===== src/rtl/modular_exponentiation_core_macros.svh =====
// ----------------------------------------------------------------------------
// Assertion macros for the modular exponentiation core.
// Concurrent checks that compile away when SYNTH is defined.
// ----------------------------------------------------------------------------
`ifndef MODULAR_EXPONENTIATION_CORE_MACROS_SVH
`define MODULAR_EXPONENTIATION_CORE_MACROS_SVH
`ifndef SYNTH
// Check that is switched off while reset is high.
`define MEC_ASSERT(lbl, clk, rst, prop, msg) \
  lbl: assert property (@(posedge clk) disable iff (rst) (prop)) else $error(msg);
// Check that also holds during reset.
`define MEC_ASSERT_ALWAYS(lbl, clk, prop, msg) \
  lbl: assert property (@(posedge clk) (prop)) else $error(msg);
`else
`define MEC_ASSERT(lbl, clk, rst, prop, msg)
`define MEC_ASSERT_ALWAYS(lbl, clk, prop, msg)
`endif
`endif


===== src/rtl/mec_pkg.sv =====
`timescale 1ns / 1ps
// ----------------------------------------------------------------------------
// Modular exponentiation package
// Field widths, the fixed prime and the controller state type.
// ----------------------------------------------------------------------------
package mec_pkg;

  localparam int BASE_W       = 63;
  localparam int EXPONENT_W   = 63;
  localparam int RESULT_W     = 30;
  localparam int EXP_BITS_DEF = 63;

  // The modulus is a 30-bit prime.
  localparam logic [RESULT_W-1:0] PRIME_MOD = 30'd1000000007;

  typedef enum logic [1:0] {
    ST_IDLE,
    ST_REDUCE,
    ST_MULT,
    ST_FINISH
  } state_t;

endpackage


===== src/rtl/mec_in_if.sv =====
`timescale 1ns / 1ps
// ----------------------------------------------------------------------------
// Operand channel
// Carries one base and one exponent per request.
// ----------------------------------------------------------------------------
interface mec_in_if;
  logic                         valid;
  logic                         ready;
  logic [mec_pkg::BASE_W-1:0]     base_value;
  logic [mec_pkg::EXPONENT_W-1:0] exponent;

  modport source (output valid, output base_value, output exponent, input ready);
  modport sink   (input valid, input base_value, input exponent, output ready);
endinterface


===== src/rtl/mec_out_if.sv =====
`timescale 1ns / 1ps
// ----------------------------------------------------------------------------
// Result channel
// Carries one modular power per request.
// ----------------------------------------------------------------------------
interface mec_out_if;
  logic                         valid;
  logic                         ready;
  logic [mec_pkg::RESULT_W-1:0] result;

  modport source (output valid, output result, input ready);
  modport sink   (input valid, input result, output ready);
endinterface


===== src/rtl/modular_exponentiation_core.sv =====
`timescale 1ns / 1ps
// ----------------------------------------------------------------------------
// Modular exponentiation core
// Computes base_value ^ exponent mod 1000000007 by right-to-left
// square-and-multiply with bit-serial modular multipliers.
// ----------------------------------------------------------------------------
// Usage:
// The operands channel takes one request (base_value, exponent) when valid
// and ready are both high. Ready is high only while the core is idle.
// The base is first reduced modulo the prime, one base bit per cycle. Each
// exponent bit then takes one round, in which two bit-serial multipliers
// form the new square and the new accumulator side by side, scanning one
// bit of the square per cycle. The rounds stop after the highest set
// exponent bit, and a zero exponent skips them.
// The results channel is an output register. A finished result waits there
// while the receiver stalls, and the core already accepts and works on the
// next request; that one waits in its last state until the register frees.
// A synchronous reset empties the output register and returns to idle.
// ----------------------------------------------------------------------------
`include "modular_exponentiation_core_macros.svh"

module modular_exponentiation_core #(
  parameter int EXP_BITS = mec_pkg::EXP_BITS_DEF
) (
  input logic      clk,
  input logic      rst,
  mec_in_if.sink   operands,
  mec_out_if.source results
);
  import mec_pkg::*;

  localparam int RCNT_W = $clog2(BASE_W);
  localparam int MCNT_W = $clog2(RESULT_W);
  localparam logic [RCNT_W-1:0] RCNT_LAST = RCNT_W'(BASE_W - 1);
  localparam logic [MCNT_W-1:0] MCNT_TOP  = MCNT_W'(RESULT_W - 1);
  localparam logic [RESULT_W+1:0] PRIME_W2 = {2'b00, PRIME_MOD};
  localparam logic [RESULT_W+1:0] PRIME_X2 = {1'b0, PRIME_MOD, 1'b0};

  // One step of an MSB-first modular multiply: (2r + (b ? a : 0)) mod P.
  // The sum is below 3P, so at most two subtractions bring it in range.
  function automatic logic [RESULT_W-1:0] mod_step(input logic [RESULT_W-1:0] r,
                                                    input logic b,
                                                    input logic [RESULT_W-1:0] a);
    logic [RESULT_W+1:0] t;
    logic [RESULT_W+1:0] u;
    t = {1'b0, r, 1'b0} + (b ? {2'b00, a} : '0);
    if (t >= PRIME_X2) begin
      u = t - PRIME_X2;
    end else if (t >= PRIME_W2) begin
      u = t - PRIME_W2;
    end else begin
      u = t;
    end
    return u[RESULT_W-1:0];
  endfunction

  state_t state;
  state_t state_next;

  logic [BASE_W-1:0]   breg;
  logic [EXP_BITS-1:0] exp_reg;
  logic [RESULT_W-1:0] sq;
  logic [RESULT_W-1:0] acc;
  logic [RESULT_W-1:0] mreg;
  logic [RESULT_W-1:0] r_sq;
  logic [RESULT_W-1:0] r_acc;
  logic [RCNT_W-1:0]   rcnt;
  logic [MCNT_W-1:0]   mcnt;
  logic                out_valid;
  logic [RESULT_W-1:0] out_result;

  logic                in_take;
  logic                out_free;
  logic                exp_last;
  logic [RESULT_W:0]   red_sum;
  logic [RESULT_W-1:0] red_next;
  logic [RESULT_W-1:0] sq_step;
  logic [RESULT_W-1:0] acc_step;

  // Handshake conditions.
  assign in_take  = operands.valid && operands.ready;
  assign out_free = !out_valid || results.ready;
  assign exp_last = (exp_reg >> 1) == '0;

  // Base reduction shifts one base bit into the remainder per cycle.
  always_comb begin
    red_sum = {sq, breg[BASE_W-1]};
    if (red_sum >= {1'b0, PRIME_MOD}) begin
      red_next = RESULT_W'(red_sum - {1'b0, PRIME_MOD});
    end else begin
      red_next = red_sum[RESULT_W-1:0];
    end
  end

  // Both multipliers scan the same bits of the square.
  assign sq_step  = mod_step(r_sq, mreg[RESULT_W-1], sq);
  assign acc_step = mod_step(r_acc, mreg[RESULT_W-1], acc);

  // Next-state logic.
  always_comb begin
    state_next = state;
    unique case (state)
      ST_IDLE: begin
        if (in_take) state_next = ST_REDUCE;
      end
      ST_REDUCE: begin
        if (rcnt == RCNT_LAST) state_next = (exp_reg == '0) ? ST_FINISH : ST_MULT;
      end
      ST_MULT: begin
        if (mcnt == '0 && exp_last) state_next = ST_FINISH;
      end
      ST_FINISH: begin
        if (out_free) state_next = ST_IDLE;
      end
      default: state_next = ST_IDLE;
    endcase
  end

  // Output logic.
  always_comb begin
    operands.ready = (state == ST_IDLE);
    results.valid  = out_valid;
    results.result = out_result;
  end

  // State register and output valid.
  always_ff @(posedge clk) begin
    if (rst) begin
      state     <= ST_IDLE;
      out_valid <= 1'b0;
    end else begin
      state <= state_next;
      if (state == ST_FINISH && out_free) begin
        out_valid <= 1'b1;
      end else if (results.ready) begin
        out_valid <= 1'b0;
      end
    end
  end

  // Datapath registers.
  always_ff @(posedge clk) begin
    unique case (state)
      ST_IDLE: begin
        if (in_take) begin
          breg    <= operands.base_value;
          exp_reg <= operands.exponent[EXP_BITS-1:0];
          sq      <= '0;
          acc     <= RESULT_W'(1);
          rcnt    <= '0;
        end
      end
      ST_REDUCE: begin
        breg <= breg << 1;
        sq   <= red_next;
        rcnt <= rcnt + 1'b1;
        mreg  <= red_next;
        r_sq  <= '0;
        r_acc <= '0;
        mcnt  <= MCNT_TOP;
      end
      ST_MULT: begin
        if (mcnt == '0) begin
          sq <= sq_step;
          if (exp_reg[0]) acc <= acc_step;
          exp_reg <= exp_reg >> 1;
          mreg    <= sq_step;
          r_sq    <= '0;
          r_acc   <= '0;
          mcnt    <= MCNT_TOP;
        end else begin
          mreg  <= mreg << 1;
          r_sq  <= sq_step;
          r_acc <= acc_step;
          mcnt  <= mcnt - 1'b1;
        end
      end
      ST_FINISH: begin
        if (out_free) out_result <= acc;
      end
      default: begin
      end
    endcase
  end

  // Invariants of the multiply rounds and the result handoff.
  `MEC_ASSERT(a_sq_reduced, clk, rst, (state == ST_MULT) |-> (sq < PRIME_MOD), "square not reduced")
  `MEC_ASSERT(a_acc_reduced, clk, rst, (state == ST_MULT) |-> (acc < PRIME_MOD), "accumulator not reduced")
  `MEC_ASSERT(a_exp_live, clk, rst, (state == ST_MULT) |-> (exp_reg != '0), "round with empty exponent")
  `MEC_ASSERT(a_out_from_finish, clk, rst, $rose(out_valid) |-> $past(state == ST_FINISH), "result not from finish")
  `MEC_ASSERT(a_result_reduced, clk, rst, out_valid |-> (out_result < PRIME_MOD), "result out of range")

endmodule

===== src/flat_wrapper.sv =====
// flat-port wrapper written by rule: the top's interface ports become plain ports
module modular_exponentiation_core_flat import mec_pkg::*;
#(
  parameter int EXP_BITS = mec_pkg::EXP_BITS_DEF
)
  (clk, rst, operands_valid, operands_base_value, operands_exponent, operands_ready, results_valid, results_result, results_ready);
  mec_in_if operands_i ();
  mec_out_if results_i ();
  input logic clk;
  input logic rst;
  input wire logic [$bits(operands_i.valid)-1:0] operands_valid;
  input wire logic [$bits(operands_i.base_value)-1:0] operands_base_value;
  input wire logic [$bits(operands_i.exponent)-1:0] operands_exponent;
  output wire logic [$bits(operands_i.ready)-1:0] operands_ready;
  output wire logic [$bits(results_i.valid)-1:0] results_valid;
  output wire logic [$bits(results_i.result)-1:0] results_result;
  input wire logic [$bits(results_i.ready)-1:0] results_ready;
  assign operands_i.valid = operands_valid;
  assign operands_i.base_value = operands_base_value;
  assign operands_i.exponent = operands_exponent;
  assign operands_ready = operands_i.ready;
  assign results_valid = results_i.valid;
  assign results_result = results_i.result;
  assign results_i.ready = results_ready;
  modular_exponentiation_core #(.EXP_BITS(EXP_BITS)) u_core (.clk(clk), .rst(rst), .operands(operands_i), .results(results_i));
endmodule

===== config.mk =====
export PLATFORM = sky130hd
export DESIGN_NAME = modular_exponentiation_core_flat
export DESIGN_NICKNAME = d
export VERILOG_FILES = /design/src/rtl/mec_pkg.sv /design/src/rtl/mec_in_if.sv /design/src/rtl/mec_out_if.sv /design/src/rtl/modular_exponentiation_core.sv /design/src/flat_wrapper.sv
export VERILOG_INCLUDE_DIRS = /design/src /design/src/rtl
export SDC_FILE = /design/constraint.sdc
export NUM_CORES = 1
export LEC_CHECK = 0
export ABC_AREA = 1
export BUFFER_PORTS_ARGS = -buffer_cell sky130_fd_sc_hd__buf_2
export CORE_ASPECT_RATIO = 1.4
export CORE_MARGIN = 2
export CORE_UTILIZATION = 35
export CTS_CLUSTER_DIAMETER = 30
export DETAILED_ROUTE_END_ITERATION = 10
export PLACE_DENSITY_LB_ADDON = 0.3
export SLEW_MARGIN = 20
export SYNTH_ARGS = -nofsm -noshare
export SYNTH_HDL_FRONTEND = slang
export SYNTH_SLANG_ARGS = --single-unit

===== constraint.sdc =====
create_clock -name clk -period 7.6 [get_ports clk]
set_input_delay 1.14 -clock clk [delete_from_list [all_inputs] [get_ports clk]]
set_output_delay 1.14 -clock clk [all_outputs]
set_load 0.02 [all_outputs]

# Word level (Yosys, flattened, before mapping)
# Cells that the tools add are included.
# op_classes
add_sub_neg,9
mul,0
div_mod_pow,0
order_cmp,5
n_eq_ne,10
shift,0
muxes,37
bitwise,0
n_reduce_logical,20
# op_table
op,count
$mux W30,15
$pmux W63 S2,2
$pmux W30 S2,4
$mux W63,3
$sub A30 B30 Y30 const B,5
$logic_not A63 Y1,2
$pmux W30 S3,1
$add A31 B30 Y32,2
$ge A32 B30 Y1 const B,2
$ge A32 B31 Y1 const B,2
$ge A31 B30 Y1 const B,1
$pmux W6 S2,1
$ne A2 B1 Y1 const B,5
$pmux W5 S2,1
$mux W2,4
$pmux W2 S4,1
$reduce_and A4 Y1,2
$reduce_bool A2 Y1,4
$add A6 B1 Y6 const B,1
$eq A6 B6 Y1 const B,1
$mux W6,1
$reduce_and A3 Y1,2
$logic_not A5 Y1,1
$mux W5,1
11 further kinds,17
# totals
reg_bits,320
latchBits,0
mem_bits_rw,0
romBits,0
out_inout_bits,32
word_cells,93
mem_count,0

# Depth between registers and ports, before layout
# Gate-level depths: netlist of run 1.
# depth
ltp_word,8
mapped_depth,31
ltp_nobuf,29

# Least setup slack after synthesis of run 1
# OpenSTA, ideal clock, no wires.
# synth_path
path_type,flip-flop to flip-flop
startpoint,register u_core.mcnt[0]
endpoint,"register u_core.acc[0], enable pin"
setup_time_ps,389
t_arrival_ps,7418
t_required_ps,7211
slack_ps,-206
path_stages_with_launch,11
n_path_buf,0
period_less_slack_ps,7806
path_cell_list,edfxtp_1 inv_1 ha_1 inv_1 or2_2 nor3_1 inv_1 nand2_1 clkinv_1 a211oi_1 o21a_1
# synth_between
elab_chain_len,3
# synth_rtl
element,line,source
from (decl),modular_exponentiation_core.sv:68,logic [MCNT_W-1:0] mcnt;
from (signal assigned),modular_exponentiation_core.sv:175,mcnt <= mcnt - 1'b1;
$logic_not A5 Y1,modular_exponentiation_core.sv:163,if (mcnt == '0) begin
$ne A2 B1 Y1 (no source line),-,
$reduce_and A4 Y1 (no source line),-,
to (signal assigned),modular_exponentiation_core.sv:165,if (exp_reg[0]) acc <= acc_step;
to (decl),modular_exponentiation_core.sv:63,logic [RESULT_W-1:0] acc;
# No other way between the ends.
# A chain may end at the register's enable or synchronous reset.

# Worst setup path in the final report of run 1
# layout_path
startpoint,register u_core.mreg[29]
endpoint,"register u_core.sq[27], data pin"
# layout_between
elab_chain_len,7
# layout_rtl
element,line,source
from (decl),modular_exponentiation_core.sv:64,logic [RESULT_W-1:0] mreg;
from (signal assigned),modular_exponentiation_core.sv:157,mreg <= red_next;
from (signal assigned),modular_exponentiation_core.sv:167,mreg <= sq_step;
from (signal assigned),modular_exponentiation_core.sv:172,mreg <= mreg << 1;
$mux W30 (*),modular_exponentiation_core.sv:46,"t = {1'b0, r, 1'b0} + (b ? {2'b00, a} : '0);"
$add A31 B30 Y32 (*),modular_exponentiation_core.sv:46,
$sub A30 B30 Y30 / $ge A32 B30 Y1 (equally long branches),"modular_exponentiation_core.sv:50, modular_exponentiation_core.sv:49",
$mux W30,modular_exponentiation_core.sv:49,end else if (t >= PRIME_W2) begin
$mux W30 (*),modular_exponentiation_core.sv:47,if (t >= PRIME_X2) begin
$mux W30 (*),modular_exponentiation_core.sv:163,
$pmux W30 S3 (*),modular_exponentiation_core.sv:143,unique case (state)
to (signal assigned),modular_exponentiation_core.sv:155,sq <= red_next;
to (signal assigned),modular_exponentiation_core.sv:164,sq <= sq_step;
to (decl),modular_exponentiation_core.sv:62,logic [RESULT_W-1:0] sq;
# Mark *: on every way between the ends. The rest lies on a longest branch, timed or not. The select of a mux whose other input is x is not followed.

==> impl_metrics.json, run 1 <==
{
  "status": "finished, final reports clean",
  "die_h_um": 312,
  "final_hold_viol_count": 0,
  "antenna_found_initial": 6,
  "critPathLaunchType": "register",
  "clock_skew_ps": 22.7,
  "synth_cell_types": 58,
  "viasPerCell": 5.07,
  "reg2reg_from": "u_core.mreg[29]",
  "insertion_delay_ps": 590,
  "drv_cap": 0,
  "r2r_end": "u_core.sq[27]",
  "hpwl_mm": 57.5,
  "post_cts_buffers": 0,
  "synth_edf_count": 317,
  "synth.top_cell.area_share_pct": 40.2,
  "yosysMostFrequentCell": "nand2_1",
  "rsz0062_at_grt": "no",
  "worstHoldEndpoint": "u_core.results.result[1]",
  "rows": 112,
  "area_growth_pct": 13.7,
  "synthArstFlopShare_pct": 0,
  "worst_pin_slew_ps": 1090,
  "clk_path_buf_depth": 3,
  "crit_top_cell": "nand2_1",
  "cp_num_buf_inv": 4,
  "netlist_instances": 3371,
  "track_usage_pct": 21.4,
  "drc": 0,
  "root_buffer": "clkbuf_16",
  "whs_path_depth": 0,
  "dieWidth_um": 224,
  "first_pass_iters": 6,
  "initial_core_util_pct": 35.5,
  "n_fill_cell": 7032,
  "wl_per_cell_um": 17.1,
  "grt-ovfl-total": 0,
  "cts.sinks": 320,
  "htreeDepth": 2,
  "pin_count": 162,
  "detail_route.iter0.violations": 1741,
  "tritoncts": "done",
  "synth-seq-area-share_pct": 40.4,
  "cp.required_ps": 7910,
  "hp-class": "register to register",
  "cts_made_buffers": 49,
  "synth_ff_type": "edfxtp_1",
  "crit_family": "simple AND/OR/NAND/NOR gates",
  "period_needed_ps": 5420,
  "synth_area_leaders": "edfxtp_1 40%, nand2_1 22%, inv_1 6.0%",
  "post-route-period-util_pct": 71.3,
  "hold_start": "u_core.acc[1]",
  "numPortBuffers": 161,
  "synth.ff_latch_count": 320,
  "cp.arrival_ps": 5730,
  "seq_area_um2": 9580,
  "r2r_slack_ps": 2180,
  "finalSetupViolCount": 0,
  "antenna_left": 0,
  "grt_pass1_wl_mm": 118,
  "finalSetupTns_ps": 0,
  "grt_start_max_net_pins": 100,
  "max-slew-margin-rel_pct": 27.0,
  "yosysTopAreaCell": "edfxtp_1",
  "fmax_mhz": 185,
  "path_max_fanout": 33,
  "ys_warn_count": 0,
  "vias": 22300,
  "drv_slew": 0,
  "critical_path.max_stage_delay_ps": 740,
  "cts_hold_buf": 0,
  "cts_resized": 0,
  "end_kind": "register",
  "multiInputGateArea_um2": 12300,
  "layout.nets": 3714,
  "synthesis.area_um2": 23700,
  "syn-num-nets": 3575,
  "syn_area_per_cell_um2": 7.03,
  "synth_common_cells": "1418 x nand2_1, 381 x inv_1, 317 x edfxtp_1",
  "critical_path_class": "register to register",
  "globalplace.congestion": 0.958,
  "die_area_um2": 69800,
  "core_um2": 66800,
  "path_clk_slew_ps": 60,
  "startpoint": "u_core.mreg[29]",
  "drive_gt1_share_pct": 9.86,
  "ff2ff_path_depth": 26,
  "crit_slowest_cell": "edfxtp_1",
  "grt_pass1_vias": 22400,
  "wirelength_mm": 75.5
}
## routing by layer
| layer | track usage (%) | share of wire, % | up-vias |
|---|---|---|---|
| met5 | 0 | 0.061 | - |
| met4 | 9.92 | 4.6 | 8 |
| met3 | 2.69 | 4.7 | 175 |
| met2 | 39.3 | 51 | 625 |
| met1 | 24.3 | 40 | 10400 |
| li1 | - | - | 11100 |
## per-stage QoR
stage               hold slack [ps]  instance area [um^2]  util [%]  setup slack (ps)  instances
detailed placement              435                 25400      37.9              1750       4313
global placement                432                 25400      37.9              1840       4313
finish                          438                 27000      40.3              2180       4405
floorplan                       427                 23700         -              2020       3371
global route                    450                 26900      40.3              1760       4404
CTS                             440                 26900      40.3              1750       4402
## cell type report
cell class | count | area share, %
Antenna cell | 2 | 0.0186
Tap cell | 855 | 3.97
Multi-Input combinational cell | 2567 | 45.6
Clock buffer | 56 | 4.65
Clock inverter | 33 | 1.21
Sequential cell | 320 | 35.5
Timing Repair Buffer | 178 | 3.49
Inverter | 394 | 5.50
## logic make-up (layout without fill, tap and decap cells)
logic type,after synthesis,in the layout,share of synthesized area [%]
AND/OR/NAND/NOR,2044,2044,35.3
buffers and inverters,484,661,8.04
AO/OA/AOI/OAI,335,335,7.80
flip-flops,320,320,40.4
XOR/XNOR,114,114,4.50
adder cells (fa/ha/maj),74,74,3.97
other,0,2,0
## cell usage in the layout (no fill, tap or decap), drive strengths merged, types with 2 or more instances in the layout
master    netlist  final
clkinv          6     22
clkinvlp        0      7
nor2          270    270
diode           0      2
o22ai           2      2
o21ai         113    113
a21oi         170    170
clkbuf         66     56
nand2        1439   1439
nand4          36     36
nand3b          6      6
a211oi          3      3
xor2           95     95
and3            2      2
fa              2      2
nor3           25     25
nor4           13     13
nand3         221    221
o21bai          4      4
buf            24    178
edfxtp        317    317
bufinv          0      3
inv           388    395
o211ai         27     27
a21boi          5      5
or2            20     20
ha             72     72
and2            9      9
dfxtp           3      3
a21o            3      3
xnor2          19     19
## worst max-delay path by stage
stage,endpoint,slack (ps),depth (start not counted)
final,u_core.sq[27],2180,26
after global routing,u_core.sq[25],1760,27
after CTS,u_core.sq[27],1750,26
after detailed placement,u_core.sq[27],1750,26
after global placement,u_core.sq[27],1840,26
after floorplan,u_core.acc[0],2020,10
Power of run 1 is not shown: default switching activity piles up to over one toggle a cycle in this logic, so the estimate is an artifact.
==> run 2, diff against run 1 <==
==> constraint.sdc (replaced) <==
create_clock -name clk -period 4.5 [get_ports clk]
set_input_delay 0.675 -clock clk [delete_from_list [all_inputs] [get_ports clk]]
set_output_delay 0.675 -clock clk [all_outputs]
set_load 0.02 [all_outputs]
==> run 2 against run 1 <==
  * Clock-buffer cell count is 14 higher
  * Sequential share of layout area decreased by 2.0 points
  * Core utilization is 2.3 points higher
  * Flip-flop and latch count unchanged
  * Die area did not move
  * Clock skew increased by 7.6 ps
  * Routed wire length rose by 5.0%
  * Critical path type unchanged
  * Critical path depth decreased by 1
==> impl_metrics.json, run 2 (same netlist as run 1, synthesis figures left out) <==
{
  "reg2reg_from": "u_core.mreg[29]",
  "grt_pass1_vias": 22600,
  "worst_pin_slew_ps": 967,
  "grt-ovfl-total": 0,
  "layout.nets": 3834,
  "globalplace.congestion": 0.966,
  "max-slew-margin-rel_pct": 35.5,
  "drv_slew": 0,
  "placed_cells": 4415,
  "htreeDepth": 3,
  "fmax_mhz": 237,
  "drive_gt1_share_pct": 13.7,
  "initial_core_util_pct": 35.5,
  "path_clk_slew_ps": 50,
  "final_hold_viol_count": 0,
  "final_cell_mix": "1417 x nand2_1, 379 x inv_1, 317 x edfxtp_1",
  "hpwl_mm": 61.2,
  "antenna_left": 0,
  "whs_path_depth": 2,
  "vias": 22800,
  "crit_slowest_cell": "edfxtp_1",
  "crit_top_cell": "nand2_1",
  "drc": 0,
  "hold_start": "rst",
  "wirelength_mm": 79.3,
  "dieWidth_um": 224,
  "critPathLaunchType": "register",
  "critical_path.max_stage_delay_ps": 380,
  "track_usage_pct": 22.5,
  "clk_path_buf_depth": 3,
  "die_h_um": 312,
  "pin_count": 162,
  "hp-class": "input pin to register",
  "detail_route.iter0.violations": 1479,
  "area_growth_pct": 20.3,
  "post-route-period-util_pct": 93.9,
  "worstHoldEndpoint": "u_core.state[1]",
  "path_max_fanout": 15,
  "finalSetupViolCount": 0,
  "clock_skew_ps": 30.3,
  "critical_path_class": "register to register",
  "r2r_slack_ps": 270,
  "cp.required_ps": 4850,
  "grt_pass1_wl_mm": 122,
  "period_needed_ps": 4230,
  "first_pass_iters": 6,
  "hold_slack_ps": 282,
  "cts_made_buffers": 66,
  "cp.arrival_ps": 4580,
  "rows": 112,
  "fin_cells": 4539,
  "numPortBuffers": 161,
  "mostFrequentLayoutCell": "nand2_1",
  "antenna_found_initial": 6,
  "status": "finished, final reports clean",
  "end_kind": "register",
  "viasPerCell": 5.02,
  "root_buffer": "clkbuf_16",
  "grt_start_max_net_pins": 101,
  "fin_util_pct": 42.7,
  "cts_hold_buf": 0,
  "die_area_um2": 69800,
  "insertion_delay_ps": 620,
  "wl_per_cell_um": 17.5,
  "r2r_end": "u_core.r_sq[29]",
  "core_um2": 66800,
  "cts.sinks": 320,
  "drv_cap": 0,
  "ff2ff_path_depth": 25,
  "tritoncts": "done"
}
[run 2: changes by cell type in the layout (fill, tap and decap cells not counted), moves of 2 or more]
cell and delta:
nor2_2 +6, nand3_2 +2, clkbuf_1 -4, clkbuf_16 +17, clkinv_4 +2, buf_4 +99
buf_12 +4, bufinv_16 +5, inv_6 +6, nand3_1 -2, nor2_1 -6, clkinv_2 +5
[run 2: how the worst max path moves through the flow]
stage                               start  slack (ps)  depth (start not counted)               to
after floorplan            u_core.mcnt[0]          10                         10    u_core.acc[0]
after global placement    u_core.mreg[29]         110                         26  u_core.r_sq[28]
after detailed placement  u_core.mreg[29]          70                         26  u_core.r_sq[28]
after CTS                 u_core.mreg[29]          50                         26  u_core.r_sq[28]
after global routing      u_core.mreg[29]          -9                         29    u_core.sq[19]
final                     u_core.mreg[29]         270                         25  u_core.r_sq[29]
[run 2: cell type report]
cell class / count / area, um^2
inverter: 394 / 1480
timing repair buffer: 281 / 1760
multi-input combinational: 2567 / 12300
antenna: 1 / 2.50
fill: 6914 / 38300
clock buffer: 70 / 1680
sequential: 320 / 9580
tap: 855 / 1070
clock inverter: 51 / 607
[run 2: stage by stage]
stage	area (um^2)	TNS [ps]	setup WS [ps]
after global routing	28500	-9.54	-8.99
after global placement	26200	0	110
after floorplan	23700	0	10.8
after detailed placement	26200	0	65.2
final	28500	0	273
after CTS	28500	0	49.0
[run 2: routing by layer]
| layer | share of wire [%] | routed length (um) | GRT usage (%) | vias up |
|---|---|---|---|---|
| li1 | - | - | - | 11400 |
| met1 | 39 | 30500 | 25.1 | 10500 |
| met2 | 51 | 40500 | 40.6 | 695 |
| met3 | 4.6 | 3680 | 3.27 | 206 |
| met4 | 5.6 | 4470 | 13.0 | 10 |
| met5 | 0.071 | 56 | 0 | - |
[run 2: worst max-delay path, delay by kind of cell, from the launching register on]
family / cells / cell delay [ps]
simple gates: 19 / 2480
flops: 1 / 380
fa+ha+maj: 1 / 380
buf+inv: 5 / 730
[run 2: timing repair]
item                                    CTS  global route
buffers inserted                          0             2
gates resized for setup                   0            17
endpoints found under the setup margin    0           149
endpoints found under the hold margin     0             0
Power of run 2 is left out for the same reason.
